## src/jmbd_pkg.sv

```systemverilog
// Package for the Japanese multibyte input decoder.
// Holds encoding codes, lead byte constants and the decode result type.
// No dependencies.
package jmbd_pkg;

  localparam logic ENC_EUC  = 1'b0;
  localparam logic ENC_SJIS = 1'b1;

  localparam logic [7:0] LEAD_NONE = 8'h00;
  localparam logic [7:0] LEAD_SS2  = 8'h8E;
  localparam logic [7:0] LEAD_SS3  = 8'h8F;

  localparam logic [7:0] SJIS_CTRL_MAX = 8'h20;
  localparam logic [7:0] SJIS_HIGH_LEAD = 8'hE0;
  localparam logic [7:0] SJIS_HIGH_ADJ  = 8'h40;
  localparam logic [7:0] SJIS_TRAIL_EVEN = 8'h9F;
  localparam logic [7:0] SJIS_TRAIL_GAP  = 8'h7F;
  // (2*L + 0xB0 - 0x110) and (2*L + 0xB1 - 0x112), modulo 256
  localparam logic [7:0] SJIS_HI_EVEN_OFS = 8'hA0;
  localparam logic [7:0] SJIS_HI_ODD_OFS  = 8'h9F;
  localparam logic [8:0] SJIS_LO_EVEN_OFS = 9'h002;
  localparam logic [8:0] SJIS_LO_ODD_OFS  = 9'h061;

  localparam logic [7:0] KANA_EUC_HI  = 8'h01;
  localparam logic [7:0] KANA_SJIS_HI = 8'h01;

  typedef struct packed {
    logic        emit;
    logic [15:0] code;
    logic [7:0]  lead_next;
  } jmbd_dec_t;

endpackage

```

## src/jmbd_ifs.sv

```systemverilog
// Valid/ready channel interfaces for the Japanese multibyte input decoder.
// Byte input, character output and encoding configuration. No dependencies.
interface jmbd_byte_if;
  logic       valid;
  logic       ready;
  logic [7:0] in_byte;
  modport source (output valid, output in_byte, input ready);
  modport sink (input valid, input in_byte, output ready);
endinterface

interface jmbd_char_if;
  logic        valid;
  logic        ready;
  logic [15:0] char_code;
  modport source (output valid, output char_code, input ready);
  modport sink (input valid, input char_code, output ready);
endinterface

interface jmbd_cfg_if;
  logic valid;
  logic ready;
  logic input_encoding;
  modport source (output valid, output input_encoding, input ready);
  modport sink (input valid, input input_encoding, output ready);
endinterface

```

## src/jmbd_decode.sv

```systemverilog
// Combinational byte decoder: one byte plus the pending lead gives an
// optional character and the next lead. Depends on jmbd_pkg.
module jmbd_decode (
  input  logic              mode,
  input  logic [7:0]        lead,
  input  logic [7:0]        in_byte,
  output jmbd_pkg::jmbd_dec_t dec
);

  logic [7:0] sj_hi_base;
  logic [7:0] sj_trail;
  logic [7:0] sj_hi;
  logic [8:0] sj_lo;

  // Shift_JIS pair to JIS row/cell
  always_comb begin
    sj_hi_base = (lead >= jmbd_pkg::SJIS_HIGH_LEAD) ? lead - jmbd_pkg::SJIS_HIGH_ADJ : lead;
    if (in_byte >= jmbd_pkg::SJIS_TRAIL_EVEN) begin
      sj_trail = in_byte;
      sj_hi    = {sj_hi_base[6:0], 1'b0} + jmbd_pkg::SJIS_HI_EVEN_OFS;
      sj_lo    = {1'b0, sj_trail} + jmbd_pkg::SJIS_LO_EVEN_OFS;
    end else begin
      sj_trail = (in_byte >= jmbd_pkg::SJIS_TRAIL_GAP) ? in_byte - 8'd1 : in_byte;
      sj_hi    = {sj_hi_base[6:0], 1'b0} + jmbd_pkg::SJIS_HI_ODD_OFS;
      sj_lo    = {1'b0, sj_trail} + jmbd_pkg::SJIS_LO_ODD_OFS;
    end
  end

  always_comb begin
    dec.emit      = 1'b0;
    dec.code      = {8'h00, in_byte};
    dec.lead_next = jmbd_pkg::LEAD_NONE;
    if (mode == jmbd_pkg::ENC_SJIS) begin
      if (in_byte > jmbd_pkg::SJIS_CTRL_MAX && lead != jmbd_pkg::LEAD_NONE) begin
        dec.emit = 1'b1;
        // carry out of the trail lands in bit 8
        dec.code = {1'b0, sj_hi[6:1], sj_hi[0] | sj_lo[8], 1'b0, sj_lo[6:0]};
      end else begin
        case (in_byte) inside
          [8'h00:8'h7F]: dec.emit = 1'b1;
          [8'hA0:8'hDF]: begin
            dec.emit = 1'b1;
            dec.code = {jmbd_pkg::KANA_SJIS_HI, in_byte};
          end
          default: dec.lead_next = in_byte;
        endcase
      end
    end else begin
      if (!in_byte[7]) begin
        dec.emit = 1'b1;
      end else if (lead == jmbd_pkg::LEAD_SS3) begin
        dec.lead_next = in_byte;
      end else if (lead == jmbd_pkg::LEAD_SS2) begin
        dec.emit = 1'b1;
        dec.code = {jmbd_pkg::KANA_EUC_HI, in_byte};
      end else if (lead != jmbd_pkg::LEAD_NONE) begin
        dec.emit = 1'b1;
        dec.code = {lead, 1'b0, in_byte[6:0]};
      end else begin
        case (in_byte) inside
          jmbd_pkg::LEAD_SS2, jmbd_pkg::LEAD_SS3: dec.lead_next = in_byte;
          default: dec.lead_next = {1'b0, in_byte[6:0]};
        endcase
      end
    end
  end

endmodule

```

## src/japanese_multibyte_input_decoder.sv

```systemverilog
// Top level of the Japanese multibyte input decoder.
// Depends on jmbd_pkg, jmbd_ifs and jmbd_decode.

// Decodes a raw EUC-JP or Shift_JIS byte stream into 16-bit character codes,
// one byte per clock unless the output stalls. A byte is registered on entry,
// then decoded against the pending lead byte and written to the output
// register once that register is free; lead bytes produce no beat.
// Throughput is one byte per cycle while char_out is ready. Write the encoding
// only while idle; the write also drops any pending lead byte.
module japanese_multibyte_input_decoder (
  input  logic               clk,
  input  logic               rst,
  jmbd_byte_if.sink          byte_in,
  jmbd_char_if.source        char_out,
  jmbd_cfg_if.sink           cfg
);

  logic        mode;
  logic [7:0]  lead;
  logic        in_valid;
  logic [7:0]  in_data;
  logic        out_valid;
  logic [15:0] out_code;
  logic        advance;
  jmbd_pkg::jmbd_dec_t dec;

  jmbd_decode u_decode (
    .mode    (mode),
    .lead    (lead),
    .in_byte (in_data),
    .dec     (dec)
  );

  assign advance            = in_valid && (!out_valid || char_out.ready);
  assign byte_in.ready      = !in_valid || advance;
  assign cfg.ready          = 1'b1;
  assign char_out.valid     = out_valid;
  assign char_out.char_code = out_code;

  always_ff @(posedge clk) begin
    if (rst) begin
      mode      <= jmbd_pkg::ENC_EUC;
      lead      <= jmbd_pkg::LEAD_NONE;
      in_valid  <= 1'b0;
      out_valid <= 1'b0;
    end else begin
      if (byte_in.ready) begin
        in_valid <= byte_in.valid;
      end
      if (advance) begin
        if (dec.emit) begin
          out_valid <= 1'b1;
        end else if (char_out.ready) begin
          out_valid <= 1'b0;
        end
      end else if (char_out.ready) begin
        out_valid <= 1'b0;
      end
      // configuration wins over a lead update
      if (cfg.valid && cfg.ready) begin
        mode <= cfg.input_encoding;
        lead <= jmbd_pkg::LEAD_NONE;
      end else if (advance) begin
        lead <= dec.lead_next;
      end
    end
  end

  always_ff @(posedge clk) begin
    if (byte_in.valid && byte_in.ready) begin
      in_data <= byte_in.in_byte;
    end
    if (advance && dec.emit) begin
      out_code <= dec.code;
    end
  end

  a_cfg_clears_lead: assert property (@(posedge clk) disable iff (rst)
    cfg.valid && cfg.ready |=> lead == jmbd_pkg::LEAD_NONE)
    else $error("lead not cleared by encoding write");

  a_sjis_lead_high: assert property (@(posedge clk) disable iff (rst)
    mode == jmbd_pkg::ENC_SJIS |-> lead == jmbd_pkg::LEAD_NONE || lead[7])
    else $error("Shift_JIS lead byte without bit 7");

  a_emit_shows: assert property (@(posedge clk) disable iff (rst)
    advance && dec.emit |=> out_valid && out_code == $past(dec.code))
    else $error("decoded character not presented");

  a_stall_has_byte: assert property (@(posedge clk) disable iff (rst)
    !byte_in.ready |-> in_valid && out_valid && !char_out.ready)
    else $error("input stalled without a held byte");

endmodule

```

## src/flat_wrapper.sv

```systemverilog
// flat-port wrapper written by rule: the top's interface ports become plain ports
module japanese_multibyte_input_decoder_flat 
  (clk, rst, byte_in_valid, byte_in_in_byte, byte_in_ready, char_out_valid, char_out_char_code, char_out_ready, cfg_valid, cfg_input_encoding, cfg_ready);
  jmbd_byte_if byte_in_i ();
  jmbd_char_if char_out_i ();
  jmbd_cfg_if cfg_i ();
  input  logic clk;
  input  logic rst;
  input wire logic [$bits(byte_in_i.valid)-1:0] byte_in_valid;
  input wire logic [$bits(byte_in_i.in_byte)-1:0] byte_in_in_byte;
  output wire logic [$bits(byte_in_i.ready)-1:0] byte_in_ready;
  output wire logic [$bits(char_out_i.valid)-1:0] char_out_valid;
  output wire logic [$bits(char_out_i.char_code)-1:0] char_out_char_code;
  input wire logic [$bits(char_out_i.ready)-1:0] char_out_ready;
  input wire logic [$bits(cfg_i.valid)-1:0] cfg_valid;
  input wire logic [$bits(cfg_i.input_encoding)-1:0] cfg_input_encoding;
  output wire logic [$bits(cfg_i.ready)-1:0] cfg_ready;
  assign byte_in_i.valid = byte_in_valid;
  assign byte_in_i.in_byte = byte_in_in_byte;
  assign byte_in_ready = byte_in_i.ready;
  assign char_out_valid = char_out_i.valid;
  assign char_out_char_code = char_out_i.char_code;
  assign char_out_i.ready = char_out_ready;
  assign cfg_i.valid = cfg_valid;
  assign cfg_i.input_encoding = cfg_input_encoding;
  assign cfg_ready = cfg_i.ready;
  japanese_multibyte_input_decoder u_core (.clk(clk), .rst(rst), .byte_in(byte_in_i), .char_out(char_out_i), .cfg(cfg_i));
endmodule
```

## config.mk

```make
export PLATFORM = sky130hd
export DESIGN_NAME = japanese_multibyte_input_decoder_flat
export DESIGN_NICKNAME = d
export VERILOG_FILES = /design/src/jmbd_pkg.sv /design/src/jmbd_ifs.sv /design/src/jmbd_decode.sv /design/src/japanese_multibyte_input_decoder.sv /design/src/flat_wrapper.sv
export SDC_FILE = /design/constraint.sdc
export NUM_CORES = 1
export LEC_CHECK = 0
export BUFFER_PORTS_ARGS = -buffer_cell sky130_fd_sc_hd__buf_2
export CAP_MARGIN = 10
export CORE_MARGIN = 8
export CORE_UTILIZATION = 40
export CTS_BUF_LIST = sky130_fd_sc_hd__clkbuf_16
export DETAILED_ROUTE_END_ITERATION = 8
export SYNTH_ARGS = -nofsm -noshare
export SYNTH_HDL_FRONTEND = slang
export SYNTH_HIERARCHICAL = 1
export SYNTH_SLANG_ARGS = --single-unit
export TNS_END_PERCENT = 10
```

## constraint.sdc

```tcl
create_clock -name clk -period 4.95 [get_ports clk]
set_input_delay 0.495 -clock clk [delete_from_list [all_inputs] [get_ports clk]]
set_output_delay 0.495 -clock clk [all_outputs]
set_load 0.03 [all_outputs]
```

==> impl_metrics.env, run 1 <==
export IMPL_cts_tree="done"
export IMPL_antenna_found_initial=0
export IMPL_grt_setup_unrepaired="no"
export IMPL_cp_cell_sequence="ha_1, and4_1, a31o_1, nor2_1, a21oi_1, ha_1, inv_1, a211oi_1, a211oi_1, o21ai_1, xnor2_1"
export IMPL_tightestPinTransition_ps=879
export IMPL_clk_latency_ps=280
export IMPL_slew_headroom_pct=41.2
export IMPL_status="complete, no violations"
export IMPL_seqCellArea_um2=941
export IMPL_synth_distinct_cells=60
export IMPL_syn_num_nets=292
export IMPL_p_int_w=0.000552
export IMPL_p_sw_w=0.000202
export IMPL_final_cell_mix="buf_2 (31), nand2_1 (30), edfxtp_1 (24), nor2_1 (16), a21oi_1 (16)"
export IMPL_fin_worst_skew_ps=4.32
export IMPL_num_antenna_cells=0
export IMPL_fin_cells=363
export IMPL_drv_cap=0
export IMPL_synth_top_family_by_area="simple AND/OR/NAND/NOR gates"
export IMPL_fmax_mhz=338
export IMPL_slowest_stage="edfxtp_1"
export IMPL_first_pass_iters=4
export IMPL_synth_flop_cell="edfxtp_1"
export IMPL_grt_pass1_wl_um=9120
export IMPL_leakagePower_nw=1.08
export IMPL_holdPathEnd="u_core/in_data[4]$_DFFE_PP_"
export IMPL_wl_um=5610
export IMPL_finalHoldViolCount=0
export IMPL_syn_area_mm2=0.00244
export IMPL_hold_buffers=0
export IMPL_cts_root_buf="clkbuf_16"
export IMPL_fin_nets=313
export IMPL_synth_compound_area_share_pct=17.3
export IMPL_cp_end_kind="register"
export IMPL_die_y_um=94.0
export IMPL_drive_above_1_share_pct=16.3
export IMPL_grt_pass1_vias=1900
export IMPL_synth_mux_area_share_pct=4.31
export IMPL_core_region_area_mm2=0.00592
export IMPL_drt_iter0_drc=136
export IMPL_cts_resized=0
export IMPL_start_util_pct=41.1
export IMPL_ir_worst_vdd_mv=0.158
export IMPL_synth_seq_cells=35
export IMPL_synth_simple_gate_area_share_pct=22.9
export IMPL_async_reset_ff_share_pct=0
export IMPL_worstSetupPathType="reg2reg"
export IMPL_r2r_slack_ps=1990
export IMPL_synthAdderAreaFrac_pct=6.16
export IMPL_io_buffers=31
export IMPL_cts_sinks=35
export IMPL_numCtsBuffers=5
export IMPL_placedCellCount=355
export IMPL_drcViolationCount=0
export IMPL_r2r_end="u_core/char_out.char_code[6]$_DFFE_PP_"
export IMPL_rows=28
export IMPL_power_density_mw_per_mm2=276
export IMPL_pwr_share_seq_pct=46.1
export IMPL_cts_max_level=2
export IMPL_hold_start="byte_in_in_byte[4]"
export IMPL_worstPathArrival_ps=2970
export IMPL_crit_family="compound AO/OA/AOI/OAI gates"
export IMPL_worst_path_buf_inv=1
export IMPL_swShare_pct=26.8
export IMPL_die_w_um=94.0
export IMPL_fin_tns_setup_ps=0
export IMPL_io_pins=33
export IMPL_gr_total_overflow=0
export IMPL_hpwl_um=4050
export IMPL_clock_path_buffers=2
export IMPL_grt_max_degree=23
export IMPL_cts_setup_buffers=0
export IMPL_place_congestion=0.875
export IMPL_clk_pin_slew_ps=50
export IMPL_hold_class="in2reg"
export IMPL_cp_max_fo=11
export IMPL_power_frac_comb_pct=15.4
export IMPL_final_fill_count=609
export IMPL_required_ps=4960
export IMPL_fin_crit_sh_pct=59.7
export IMPL_clkPwrFrac_pct=38.5
export IMPL_report_final_slew_viol_count=0
export IMPL_final_common_cell="buf_2"
export IMPL_hold_path_depth=1
export IMPL_ys_seq_area_share_pct=38.6
export IMPL_synth_edf_count=24
export IMPL_viasPerCell=5.63
export IMPL_area_delta_synth_final_pct=12.0
export IMPL_start_kind="register"
export IMPL_synthXorXnorAreaFrac_pct=4.67
export IMPL_multiInputGateArea_mm2=0.00135
export IMPL_synthCells=266
export IMPL_avgSynthCellArea_um2=9.16
export IMPL_ys_warnings_count=6
export IMPL_r2r_start="u_core/in_data[1]$_DFFE_PP_"
export IMPL_slowest_delay_ps=550
export IMPL_die_area_mm2=0.00884
export IMPL_rr_worst_depth=11
export IMPL_min_period_ps=2960
export IMPL_grtUsageTotal_pct=13.0
export IMPL_final_setup_viol_count=0
export IMPL_postRouteAntennaNets=0
export IMPL_final_core_util_pct=46.1
export IMPL_wl_per_cell_um=15.4
export IMPL_num_vias=2043
[flip-flops by register name (all words and copies together), names as in the netlist]
| name | flops |
|---|---|
| u_core/in_data | 8 |
| u_core/lead | 8 |
| u_core/mode | 1 |
| u_core/char_out.char_code | 16 |
| u_core/in_valid | 1 |
| u_core/char_out.valid | 1 |
[worst max path at each step]
| stage | from | endpoint | slack (ps) | cells after the start |
|---|---|---|---|---|
| CTS | u_core/in_data[1]$_DFFE_PP_ | u_core/char_out.char_code[6]$_DFFE_PP_ | 2040 | 11 |
| global route | u_core/in_data[1]$_DFFE_PP_ | u_core/char_out.char_code[6]$_DFFE_PP_ | 1820 | 11 |
| finish | u_core/in_data[1]$_DFFE_PP_ | u_core/char_out.char_code[6]$_DFFE_PP_ | 1990 | 11 |
| global placement | u_core/in_data[4]$_DFFE_PP_ | u_core/char_out.char_code[6]$_DFFE_PP_ | 2070 | 10 |
| detailed placement | u_core/in_data[1]$_DFFE_PP_ | u_core/char_out.char_code[6]$_DFFE_PP_ | 2050 | 11 |
| floorplan | u_core/in_data[1]$_DFFE_PP_ | u_core/char_out.char_code[6]$_DFFE_PP_ | 2470 | 11 |
[layout make-up]
class | instances | area share [%]
timing repair buffer | 31 | 5.69
clock inverter | 3 | 0.459
multi-input combinational | 201 | 49.5
sequential | 35 | 34.5
tap | 75 | 3.44
inverter | 13 | 1.79
clock buffer | 5 | 4.59
[synthesized netlist by cell type, types with 2 or more instances]
cell type,n,area (um2)
nor4b_1,2,17.5
nand4_1,7,43.8
or4_1,2,15.0
edfxtp_1,24,721
a22o_1,4,35.0
ha_1,12,150
and2_1,10,62.6
o21a_1,2,15.0
buf_2,7,35.0
nand2_2,2,12.5
dfxtp_1,11,220
nand2_1,30,113
xor2_1,6,52.6
buf_4,4,30.0
xnor2_1,7,61.3
a21oi_1,16,80.1
a31oi_1,2,12.5
clkbuf_1,5,18.8
mux2i_1,9,90.1
a211oi_1,3,22.5
o21ai_0,10,50.1
nor2b_1,2,12.5
nand2b_1,2,12.5
inv_1,11,41.3
nor4_1,2,12.5
o211ai_1,2,15.0
nor3_1,8,40.0
a21o_1,2,15.0
o21ai_1,4,20.0
o211ai_2,2,25.0
and4_1,2,17.5
inv_2,2,7.51
nand3_1,9,45.0
and3_1,2,12.5
nor2_1,16,60.1
[worst register-to-register path, cell delays in order (launching register included)]
cell,delay (ps)
edfxtp_1,550
ha_1,290
and4_1,250
a31o_1,370
nor2_1,70
a21oi_1,150
ha_1,170
inv_1,60
a211oi_1,370
a211oi_1,160
o21ai_1,180
xnor2_1,80
[logic make-up (layout without fill, tap and decap cells)]
family | count (synthesis) | in the layout
other | 1 | 1
AND/OR/NAND/NOR | 104 | 104
XOR/XNOR | 13 | 13
buffers and inverters | 30 | 52
adder cells (fa/ha/maj) | 12 | 12
multiplexers | 10 | 10
AO/OA/AOI/OAI | 61 | 61
flip-flops | 35 | 35
[stage by stage]
stage | worst slack, ps | cell area, um2 | total power (W) | hold slack (ps)
4_1_cts | 2040 | 2730 | 0.000762 | 391
5_1_grt | 1820 | 2730 | 0.000789 | 386
3_5_place_dp | 2050 | 2590 | 0.000469 | 464
2_1_floorplan | 2470 | 2440 | 0.000439 | 446
3_3_place_gp | 2070 | 2590 | 0.000468 | 463
6_report | 1990 | 2730 | 0.000753 | 394
[power groups by stage]
stage	sequential [W]	clock, W	combinational (W)
6_report	0.000347	0.000290	0.000116
5_1_grt	0.000350	0.000311	0.000127
4_1_cts	0.000347	0.000298	0.000116
3_5_place_dp	0.000353	0	0.000116
3_3_place_gp	0.000352	0	0.000115
2_1_floorplan	0.000353	0	0.0000860
[metal layers]
layer	routed length, um	GRT usage, %	vias up
met3	340	2.64	6
met4	102	5.94	0
met5	0	0	-
met1	2680	17.3	964
met2	2480	19.7	67
li1	-	-	1006
No activity file was read; power rests on OpenSTA's default activity.
==> run 2: changes to the inputs <==
- clock period: 4.95 -> 2.6 ns (I/O delays scaled with it)
==> impl_metrics.env, run 2 (synthesis gave the netlist of run 1 again) <==
export IMPL_start_kind="register"
export IMPL_hold_class="in2reg"
export IMPL_p_total_w=0.00148
export IMPL_core_region_area_mm2=0.00592
export IMPL_cp_max_fo=6
export IMPL_drive_above_1_share_pct=25.6
export IMPL_fin_worst_skew_ps=5.35
export IMPL_hpwl_um=4110
export IMPL_ir_worst_vdd_mv=0.374
export IMPL_seqCellArea_um2=941
export IMPL_holdWs_ps=160
export IMPL_min_period_ps=2520
export IMPL_slowest_delay_ps=470
export IMPL_worstSetupPathType="reg2reg"
export IMPL_fin_crit_sh_pct=96.9
export IMPL_drcViolationCount=0
export IMPL_die_y_um=94.0
export IMPL_required_ps=2620
export IMPL_power_density_mw_per_mm2=507
export IMPL_start_util_pct=41.1
export IMPL_io_buffers=31
export IMPL_largest_reg_flops=16
export IMPL_placed_area_mm2=0.00273
export IMPL_slowest_stage="edfxtp_1"
export IMPL_worst_path_buf_inv=1
export IMPL_place_congestion=0.920
export IMPL_die_w_um=94.0
export IMPL_fmax_mhz=397
export IMPL_die_area_mm2=0.00884
export IMPL_cp_end_kind="register"
export IMPL_first_pass_iters=4
export IMPL_grt_pass1_wl_um=9180
export IMPL_r2r_slack_ps=80
export IMPL_final_fill_count=565
export IMPL_cts_sinks=35
export IMPL_num_vias=2077
export IMPL_rows=28
export IMPL_multiInputGateArea_mm2=0.00138
export IMPL_wl_per_cell_um=14.6
export IMPL_grt_max_degree=17
export IMPL_status="complete, no violations"
export IMPL_final_setup_viol_count=0
export IMPL_clk_latency_ps=280
export IMPL_wl_um=5600
export IMPL_grtUsageTotal_pct=12.8
export IMPL_grt_pass1_vias=1963
export IMPL_leakagePower_nw=1.18
export IMPL_slew_headroom_pct=65.0
export IMPL_final_common_cell="buf_2"
export IMPL_cts_root_buf="clkbuf_16"
export IMPL_crit_family="compound AO/OA/AOI/OAI gates"
export IMPL_clk_pin_slew_ps=50
export IMPL_viasPerCell=5.42
export IMPL_io_pins=33
export IMPL_report_final_slew_viol_count=0
export IMPL_cts_tree="done"
export IMPL_fin_area_mm2=0.00291
export IMPL_cts_max_level=2
export IMPL_numCtsBuffers=5
export IMPL_antenna_found_initial=0
export IMPL_hold_buffers=0
export IMPL_worstPathArrival_ps=2540
export IMPL_area_delta_synth_final_pct=19.6
export IMPL_tightestPinTransition_ps=524
export IMPL_drt_iter0_drc=205
export IMPL_final_cell_mix="buf_2 (31), nand2_1 (30), edfxtp_1 (24), buf_4 (20), nor2_1 (15)"
export IMPL_clock_path_buffers=2
export IMPL_cp_cell_sequence="ha_2, and4_1, a31o_2, nor2_2, a21oi_2, ha_1, inv_1, a211oi_2, a211oi_2, o21ai_1, xnor2_1"
export IMPL_num_antenna_cells=0
export IMPL_finalHoldViolCount=0
export IMPL_fin_nets=333
export IMPL_drv_cap=0
export IMPL_gr_total_overflow=0
export IMPL_postRouteAntennaNets=0
export IMPL_crit_top_cell="a211oi_2"
-- run 2: what timing repair did --
action	CTS	global route
endpoints found under the setup margin	0	3
buffers inserted	0	2
resized for setup	0	11
-- run 2: worst register-to-register path, delay by kind of cell (launching register included) --
kind	cells	cell delay, ps
buffers and inverters	1	120
adder cells (fa/ha/maj)	2	440
flip-flops	1	470
XOR/XNOR	1	150
AND/OR/NAND/NOR	2	330
AO/OA/AOI/OAI	5	770
-- run 2: final cells by class --
class | count | share of cell area [%]
tap | 75 | 3.22
clock buffer | 5 | 4.30
clock inverter | 3 | 0.515
timing repair buffer | 51 | 10.5
sequential | 35 | 32.3
multi-input combinational | 201 | 47.5
inverter | 13 | 1.68
-- run 2: worst paths after layout --
check | from | to | cells after the start
min reg2reg | u_core/lead[5]$_SDFFE_PP0P_ | u_core/lead[5]$_SDFFE_PP0P_ | 2
max | u_core/in_data[0]$_DFFE_PP_ | u_core/char_out.char_code[6]$_DFFE_PP_ | 11
max reg2reg | u_core/in_data[0]$_DFFE_PP_ | u_core/char_out.char_code[6]$_DFFE_PP_ | 11
min | byte_in_in_byte[3] | u_core/in_data[3]$_DFFE_PP_ | 1
-- run 2: where the power goes --
| part | switching (W) | internal (W) | total, W |
|---|---|---|---|
| sequential | 0.0000207 | 0.000622 | 0.000643 |
| clock | 0.000215 | 0.000349 | 0.000565 |
| combinational | 0.000164 | 0.000104 | 0.000268 |
-- run 2: layer usage --
layer  track usage (%)  routed length [um]
met1              16.7                2620
met2              20.2                2550
met3              2.80                 368
met4              4.89                  61
met5                 0                   0
-- run 2: stage by stage --
step	utilization [%]	worst slack [ps]	cells	setup TNS [ps]
6_report	49.2	81.6	383	0
4_1_cts	48.4	21.1	381	0
3_3_place_gp	46.0	137	373	0
2_1_floorplan	-	122	266	0
3_5_place_dp	46.0	16.3	373	0
5_1_grt	49.2	-40.2	383	-59.4
